--- config.mk ---
export PLATFORM = sky130hd
export DESIGN_NAME = packed_4bpp_bitmap_blitter
export DESIGN_NICKNAME = d
export VERILOG_FILES = /design/src/sv/pbb_pkg.sv /design/src/sv/pbb_csr.sv /design/src/sv/pbb_pixel.sv /design/src/sv/packed_4bpp_bitmap_blitter.sv
export SDC_FILE = /design/constraint.sdc
export NUM_CORES = 1
export LEC_CHECK = 0
export BUFFER_PORTS_ARGS = -buffer_cell sky130_fd_sc_hd__buf_2
export CORE_ASPECT_RATIO = 0.8
export CORE_MARGIN = 2
export CORE_UTILIZATION = 55
export CTS_CLUSTER_SIZE = 16
export DETAILED_ROUTE_END_ITERATION = 7
export GPL_TIMING_DRIVEN = 1
export HOLD_SLACK_MARGIN = 0.02
export PLACE_DENSITY_LB_ADDON = 0.3
export SETUP_SLACK_MARGIN = 0.4
export SLEW_MARGIN = 10
export SYNTH_ARGS = -nofsm -noshare
export SYNTH_HDL_FRONTEND = slang
export SYNTH_SLANG_ARGS = --single-unit
--- constraint.sdc ---
create_clock -name clock -period 7.4 [get_ports clock]
set_input_delay 2.22 -clock clock [delete_from_list [all_inputs] [get_ports clock]]
set_output_delay 2.22 -clock clock [all_outputs]
set_load 0.05 [all_outputs]
--- src/sv/pbb_pkg.sv ---
// Types, register indexes and constants of the packed 4bpp bitmap blitter.
package pbb_pkg;

   localparam logic [3:0] NIBBLE_MASK = 4'hf;
   localparam logic [7:0] GRAY_SCALE  = 8'h11;

   typedef enum logic [2:0] {
      REG_ORIGIN_X      = 3'd0,
      REG_ORIGIN_Y      = 3'd1,
      REG_BITMAP_WIDTH  = 3'd2,
      REG_BITMAP_HEIGHT = 3'd3,
      REG_KEY_ENABLE    = 3'd4,
      REG_KEY_COLOR     = 3'd5
   } reg_index_type;

   typedef struct packed {
      logic [7:0] origin_x;
      logic [7:0] origin_y;
      logic [7:0] bitmap_width;
      logic [7:0] bitmap_height;
      logic       key_enable;
      logic [7:0] key_color;
   } cfg_type;

   typedef struct packed {
      logic [7:0] pixel_x;
      logic [7:0] pixel_y;
      logic [7:0] gray;
      logic       write_enable;
      logic       bitmap_done;
   } pixel_type;

   // Replicating the nibble into both halves is the same as nibble * 0x11.
   function automatic logic [7:0] gray_of(input logic [3:0] nibble);
      gray_of = 8'(nibble * GRAY_SCALE);
   endfunction

endpackage

--- src/sv/pbb_csr.sv ---
// Configuration registers of the blitter, written through a plain write port.
module pbb_csr (
   input  logic              clock,
   input  logic              reset,
   input  logic              csr_we,
   input  logic [2:0]        csr_index,
   input  logic [7:0]        csr_wdata,
   output pbb_pkg::cfg_type  cfg
);

   pbb_pkg::cfg_type cfg_ff;
   pbb_pkg::cfg_type cfg_in;

   always_comb begin
      cfg_in = cfg_ff;
      if (csr_we) begin
         case (csr_index)
            pbb_pkg::REG_ORIGIN_X:      cfg_in.origin_x      = csr_wdata;
            pbb_pkg::REG_ORIGIN_Y:      cfg_in.origin_y      = csr_wdata;
            pbb_pkg::REG_BITMAP_WIDTH:  cfg_in.bitmap_width  = csr_wdata;
            pbb_pkg::REG_BITMAP_HEIGHT: cfg_in.bitmap_height = csr_wdata;
            pbb_pkg::REG_KEY_ENABLE:    cfg_in.key_enable    = csr_wdata[0];
            pbb_pkg::REG_KEY_COLOR:     cfg_in.key_color     = csr_wdata;
            default: begin
               // Writes to unused indexes are dropped.
               cfg_in = cfg_ff;
            end
         endcase
      end
   end

   always_ff @(posedge clock) begin
      if (reset) begin
         cfg_ff.origin_x      <= 8'd0;
         cfg_ff.origin_y      <= 8'd0;
         cfg_ff.bitmap_width  <= 8'd1;
         cfg_ff.bitmap_height <= 8'd1;
         cfg_ff.key_enable    <= 1'b0;
         cfg_ff.key_color     <= 8'd0;
      end else begin
         cfg_ff <= cfg_in;
      end
   end

   assign cfg = cfg_ff;

endmodule

--- src/sv/pbb_pixel.sv ---
// Raster position counters and the per-pixel gray, key and coordinate logic.
module pbb_pixel (
   input  logic                clock,
   input  logic                reset,
   input  pbb_pkg::cfg_type    cfg,
   input  logic                advance,
   input  logic [3:0]          nibble,
   output pbb_pkg::pixel_type  pixel
);

   logic [7:0] column_ff;
   logic [7:0] column_in;
   logic [7:0] row_ff;
   logic [7:0] row_in;
   logic [7:0] column_next;
   logic [7:0] row_next;
   logic       row_end;
   logic       frame_end;
   logic [7:0] gray;

   assign gray        = pbb_pkg::gray_of(nibble);
   assign column_next = column_ff + 8'd1;
   assign row_next    = row_ff + 8'd1;
   // A size of zero acts as 256 since the compare wraps with the counter.
   assign row_end     = (column_next == cfg.bitmap_width);
   assign frame_end   = row_end && (row_next == cfg.bitmap_height);

   always_comb begin
      pixel.pixel_x      = cfg.origin_x + column_ff;
      pixel.pixel_y      = cfg.origin_y + row_ff;
      pixel.gray         = gray;
      pixel.write_enable = !(cfg.key_enable && (gray == cfg.key_color));
      pixel.bitmap_done  = frame_end;
   end

   always_comb begin
      column_in = column_ff;
      row_in    = row_ff;
      if (advance) begin
         if (row_end) begin
            column_in = 8'd0;
            row_in    = frame_end ? 8'd0 : row_next;
         end else begin
            column_in = column_next;
         end
      end
   end

   always_ff @(posedge clock) begin
      if (reset) begin
         column_ff <= 8'd0;
         row_ff    <= 8'd0;
      end else begin
         column_ff <= column_in;
         row_ff    <= row_in;
      end
   end

endmodule

--- src/sv/packed_4bpp_bitmap_blitter.sv ---
// Packed 4bpp bitmap blitter: unpacks nibble pairs into keyed pixel writes with coordinates.
//
// Each accepted byte yields two pixel beats, low nibble first; a byte whose
// low nibble completes the bitmap yields one beat. The first beat of a byte
// passes through the input register and then the result register. Throughput
// is set by the single result register, which takes one pixel per cycle unless
// the result side stalls, while the input register holds the byte for its
// second nibble and takes the next byte in the same cycle that the last pixel
// of the current one moves out. Coordinates are the origin plus the column and
// row counters modulo 256; the counters return to zero after the last pixel of
// a bitmap. Configuration should be written only while no byte is in
// flight.
module packed_4bpp_bitmap_blitter (
   input  logic        clock,
   input  logic        reset,
   input  logic        req_tvalid,
   output logic        req_tready,
   input  logic [7:0]  req_tdata,   // [7:0] packed_byte
   output logic        rsp_tvalid,
   input  logic        rsp_tready,
   output logic [23:0] rsp_tdata,   // [7:0] pixel_x, [15:8] pixel_y, [23:16] gray
   output logic [1:0]  rsp_tuser,   // [0] write_enable, [1] last_of_byte
   output logic        rsp_tlast,   // bitmap_done
   input  logic        csr_we,
   input  logic [2:0]  csr_index,
   input  logic [7:0]  csr_wdata
);

   pbb_pkg::cfg_type   cfg;
   pbb_pkg::pixel_type pixel;

   logic       in_valid_ff;
   logic       in_valid_in;
   logic [7:0] in_byte_ff;
   logic [7:0] in_byte_in;
   logic       phase_ff;
   logic       phase_in;
   logic       rsp_valid_ff;
   logic       rsp_valid_in;
   pbb_pkg::pixel_type rsp_pixel_ff;
   pbb_pkg::pixel_type rsp_pixel_in;
   logic       rsp_last_ff;
   logic       rsp_last_in;

   logic       step;
   logic       last_pixel;
   logic       accept;
   logic [3:0] nibble;

   pbb_csr u_csr (
      .clock     (clock),
      .reset     (reset),
      .csr_we    (csr_we),
      .csr_index (csr_index),
      .csr_wdata (csr_wdata),
      .cfg       (cfg)
   );

   assign nibble = phase_ff ? (in_byte_ff[7:4] & pbb_pkg::NIBBLE_MASK)
                            : (in_byte_ff[3:0] & pbb_pkg::NIBBLE_MASK);

   pbb_pixel u_pixel (
      .clock   (clock),
      .reset   (reset),
      .cfg     (cfg),
      .advance (step),
      .nibble  (nibble),
      .pixel   (pixel)
   );

   // A pixel moves into the result register whenever a byte is held and that
   // register is free or is being emptied in this cycle.
   assign step       = in_valid_ff && (!rsp_valid_ff || rsp_tready);
   // The high nibble is dropped when the low nibble finishes the bitmap.
   assign last_pixel = phase_ff || pixel.bitmap_done;
   assign req_tready = !in_valid_ff || (step && last_pixel);
   assign accept     = req_tvalid && req_tready;

   always_comb begin
      in_valid_in = in_valid_ff;
      if (accept) begin
         in_valid_in = 1'b1;
      end else if (step && last_pixel) begin
         in_valid_in = 1'b0;
      end
      in_byte_in   = accept ? req_tdata : in_byte_ff;
      phase_in     = step ? !last_pixel : phase_ff;
      rsp_valid_in = step ? 1'b1 : (rsp_valid_ff && !rsp_tready);
      rsp_pixel_in = step ? pixel : rsp_pixel_ff;
      rsp_last_in  = step ? last_pixel : rsp_last_ff;
   end

   always_ff @(posedge clock) begin
      if (reset) begin
         in_valid_ff  <= 1'b0;
         phase_ff     <= 1'b0;
         rsp_valid_ff <= 1'b0;
      end else begin
         in_valid_ff  <= in_valid_in;
         phase_ff     <= phase_in;
         rsp_valid_ff <= rsp_valid_in;
      end
      in_byte_ff   <= in_byte_in;
      rsp_pixel_ff <= rsp_pixel_in;
      rsp_last_ff  <= rsp_last_in;
   end

   assign rsp_tvalid = rsp_valid_ff;
   assign rsp_tdata  = {rsp_pixel_ff.gray, rsp_pixel_ff.pixel_y, rsp_pixel_ff.pixel_x};
   assign rsp_tuser  = {rsp_last_ff, rsp_pixel_ff.write_enable};
   assign rsp_tlast  = rsp_pixel_ff.bitmap_done;

endmodule

# [Yosys cells after proc, flatten, opt, wreduce, memory -nomap -nowiden]
# Cells that the tools add are included.
[totals] in_bits=24 out_inout_bits=29 reg_bits=95 elab_cells=60
[classes] eq_ne=8 n_mul=1 n_addsub=4 n_reduce_logical=23 muxes=6
[ops] operator="== test 8 bit" count=3
[ops] operator="adder 8 x 1 -> 8 bit, second input constant" count=2
[ops] operator="adder 8 bit" count=2
[ops] operator="two-way mux 8 bit" count=2
[ops] operator="AND reduction 2 bit" count=7
[ops] operator="multiplier 4 x 5 -> 8 bit, second input constant" count=1
[ops] operator="== test 3 x 2 -> 1 bit, second input constant" count=2
[ops] operator="== test 3 bit, second input constant" count=2
[ops] operator="logical AND 1 bit" count=6
[ops] operator="zero test 1 bit" count=5
[ops] operator="two-way mux 4 bit" count=1
[ops] operator="== test 3 x 1 -> 1 bit, second input constant" count=1
[ops] operator="zero test 3 bit" count=1
[ops] operator="logical OR 1 bit" count=3
[ops] operator="two-way mux 1 bit" count=3
[ops] operator="nonzero test 2 bit" count=1

# [Depth between registers and ports, before layout]
[logic_depth] ltp_word=8 ltp_mapped=9 ltp_nobuf=9

# [Modules after synthesis]
# A second synthesis with hierarchy kept.
[hier_totals] cells_unflattened=445 area_unflattened_um2=4809.6
[by_module_without_submodules] mod="pbb_pixel" n_inst=1 cells_each=239 area_per_inst_um2=1891.8 seq_area_each_um2=320.3
[by_module_without_submodules] mod="pbb_csr" n_inst=1 cells_each=150 area_per_inst_um2=1670.4 seq_area_each_um2=820.8
[by_module_without_submodules] mod="packed_4bpp_bitmap_blitter" n_inst=1 cells_each=56 area_per_inst_um2=1247.4 seq_area_each_um2=1111.1

# [Worst setup path before layout]
# Ideal clock, no wire load.
[synth_timing] kind="input to output" startpoint="in rsp_tready" endpoint="out req_tready" setup_slack_ns=2.101 n_path_buf=1 arrival_time_ns=3.079 t_required_ns=5.180 stages=5 path_cell_list="nand2b_1 nand2_1 buf_2 nand2_1 and2_2"
[synth_between] elab_chain_len=4
[synth_rtl] element="from (decl)" line_no="packed_4bpp_bitmap_blitter.sv:20" text="input logic rsp_tready,"
[synth_rtl] element="logical OR 1 bit" line_no="packed_4bpp_bitmap_blitter.sv:73" text="assign step = in_valid_ff && (!rsp_valid_ff || rsp_tready);"
[synth_rtl] element="logical AND 1 bit" line_no="packed_4bpp_bitmap_blitter.sv:73"
[synth_rtl] element="logical AND 1 bit" line_no="packed_4bpp_bitmap_blitter.sv:76" text="assign req_tready = !in_valid_ff || (step && last_pixel);"
[synth_rtl] element="logical OR 1 bit" line_no="packed_4bpp_bitmap_blitter.sv:76"
[synth_rtl] element="to (decl)" line_no="packed_4bpp_bitmap_blitter.sv:17" text="output logic req_tready,"
# No other way between the ends.

# [Worst setup path in the final report]
# Ends and elaborated chain as after synthesis.

==> run metrics <==
Initial Util 57.6%; Avg Cell Area, Syn between 9 and 10 um2; arrival time at the worst endpoint 3.37 ns; share of layout cells above drive strength 1 between 10% and 20%; Vias 3,572; register area share after synthesis 46.0%; Post-Syn Instances between 400 and 500; GRT Util Overall 22.5%; total of max-cap violations 0; Crit Path Class in2out; initial antenna violation count 0; Die X 107 um; Die Ht 86.1 um; Longest Clk Path Bufs 2; Final Hold Viols 0; # diodes 0; Slew Viols, Final 0; WHS Endpoint u_csr.cfg[39]; worst skew pair latency 0.35 ns; final setup vio count 0; worst-margin pin slew 0.866 ns; Final nets 568; DRC 0; GPL Wtd Cong 0.833; Hold Path Origin u_csr.cfg[39]; post-DP HPWL 7060 um; Row Count 29; H-tree depth reported by CTS 3; commonest non-fill, non-tap cell in the layout nand2_1; Post-CTS Setup Inserts 0; post-synthesis register bit count just over 90; Fmax about 180 MHz; crit-path cells buf_2, nand2b_1, nand2_1, nand2_1, and2_2, buf_2; Routed Antenna Nets 0; Syn-to-layout area delta 9.90%; Post-Syn Nets between 500 and 600; FF-to-FF path depth 7; CTS sink count 91; CTS buffer count 9; WL/cell 15.2 um; RSZ-0062 raised after global routing false; Fin Hold WS 0.466 ns; Final Util 63.3%; Yosys cell types 65; Top FF cell, synth dfxtp_1; CP Launch Type input pin; slew margin rel. 42.0%; Tcrit/Tclk final 75.5%; total grt overflow 0; reg2reg start u_pixel.row_ff[0]; Req. time, crit path 5.18 ns; R2R setup slack between 4 and 5 ns; CTS tree yes; Syn. warnings 0; Core ar. 8060 um2; Final min period roughly 5.6 ns; Worst Setup End Kind output pin; largest fanout on the critical path 16; Hold Crit Class reg2reg; Crit Reg-Reg Endpoint in_byte_ff[5]; most frequent cells in the layout nand2_1, dfxtp_1, a21oi_1, buf_2, edfxtp_1; largest net degree at the start of global routing 75; CTS resizes 0; 1st-iter DRT viols 204; P_leak 1.99 nW; CP max stage delay about 0.37 ns; Initial DRT Pass Iterations 4; Fillers 710; IO buf count 52; first-pass GRT wire length 16,400 um; hold_buf cts 0; worst-case vdd ir drop 0.000127 V; vias in the first global route 3,518; cell area after synthesis 4640 um2; routed vias/inst approximately 5.6; PD cells around 210 nW/um2; FFs w/ async S/R, synth 0%; root buf cell clkbuf_8; io pins between 50 and 60; setup tns final 0 ns; Worst-path clk slew 0.08 ns; Routed WL about 9700 um; CP max-delay cell nand2_1; number of flops mapped to enable cells by yosys 31; status completed; Hold Crit Depth 2; DIE AREA 9190 um2; Clock Skews 0.00804 ns
## synth_stat cells, drive strengths merged, types with 4 or more instances
cell     n  share of area [%]
nand2   86                7.0
dfxtp   60                 26
a21oi   57                6.2
edfxtp  31                 20
inv     22                1.8
xnor2   19                3.6
nor2    17                1.4
ha      16                4.3
buf     15                2.1
nand3   14                2.0
o21ai   14                1.6
or3     12                1.6
clkbuf  10               0.81
xor2    10                1.9
and3     9                1.2
mux2i    9                1.9
nand2b   7               0.94
a21o     6               0.97
nand3b   6               0.97
nor3     6               0.65
o32ai    6                1.1
o21bai   5               0.81
mux2     4               0.97
nor3b    4               0.86
## logic make-up (layout without fill, tap and decap cells)
family | after synthesis | count (layout) | synth area share (%)
AOI/OAI and AO/OA | 104 | 104 | 15.2
xor gates and xnor gates | 29 | 29 | 5.48
adders and majority gates | 18 | 18 | 5.18
buffers and inverters | 48 | 93 | 4.80
DFF | 91 | 91 | 46.0
muxes | 13 | 13 | 2.91
and+or+nand+nor | 183 | 183 | 20.4
## registers in the layout, summed over array words and instances (netlist names)
| signal | cells |
|---|---|
| u_csr.cfg | 41 |
| rsp_tdata | 20 |
| in_byte_ff | 8 |
| u_pixel.column_ff | 8 |
| u_pixel.row_ff | 8 |
| in_valid_ff | 1 |
| phase_ff | 1 |
| rsp_last_ff | 1 |
| rsp_tlast | 1 |
| rsp_tuser | 1 |
| rsp_tvalid | 1 |
## layer usage
metal	track usage (%)	part of all wire, %	vias to the layer above
met1	29.9	46	1671
met2	37.5	47	97
met3	4.41	5.7	11
met5	0	0	-
li1	-	-	1793
met4	6.97	1.3	0
## final cells by class
type                            count  area (um2)  area share [%]
Tap cell                          108         135            2.65
Clock inverter                      6        47.5           0.933
Multi-Input combinational cell    347        2280            44.8
Clock buffer                       10         138            2.70
Timing Repair Buffer               54         275            5.40
Inverter                           23        86.3            1.69
Sequential cell                    91        2130            41.8
## critical path: cells and delay by family
family | cells | cell delay (ns)
and+or+nand+nor | 4 | 0.85
buffers and inverters | 2 | 0.30
## through the flow
step           area, um2  cells  worst slack, ns  power [mW]
2_1_floorplan       4640    486             2.10       0.730
3_3_place_gp        4910    623             1.88       0.774
3_5_place_dp        4910    623             1.81       0.778
4_1_cts             5100    639             1.80        1.09
5_1_grt             5100    639             1.74        1.12
6_report            5100    639             1.81        1.08
## worst max path at each step
stage                     from  cells past startpoint    endpoint
global placement    rsp_tready                      6  req_tready
finish              rsp_tready                      6  req_tready
global route        rsp_tready                      6  req_tready
detailed placement  rsp_tready                      6  req_tready
floorplan           rsp_tready                      5  req_tready
CTS                 rsp_tready                      6  req_tready
## power by group
| group | internal [mW] | switching [mW] |
|---|---|---|
| combinational | 0.0573 | 0.145 |
| clock | 0.134 | 0.178 |
| sequential | 0.549 | 0.0159 |
Note: power is estimated with default switching activity, not from simulation.
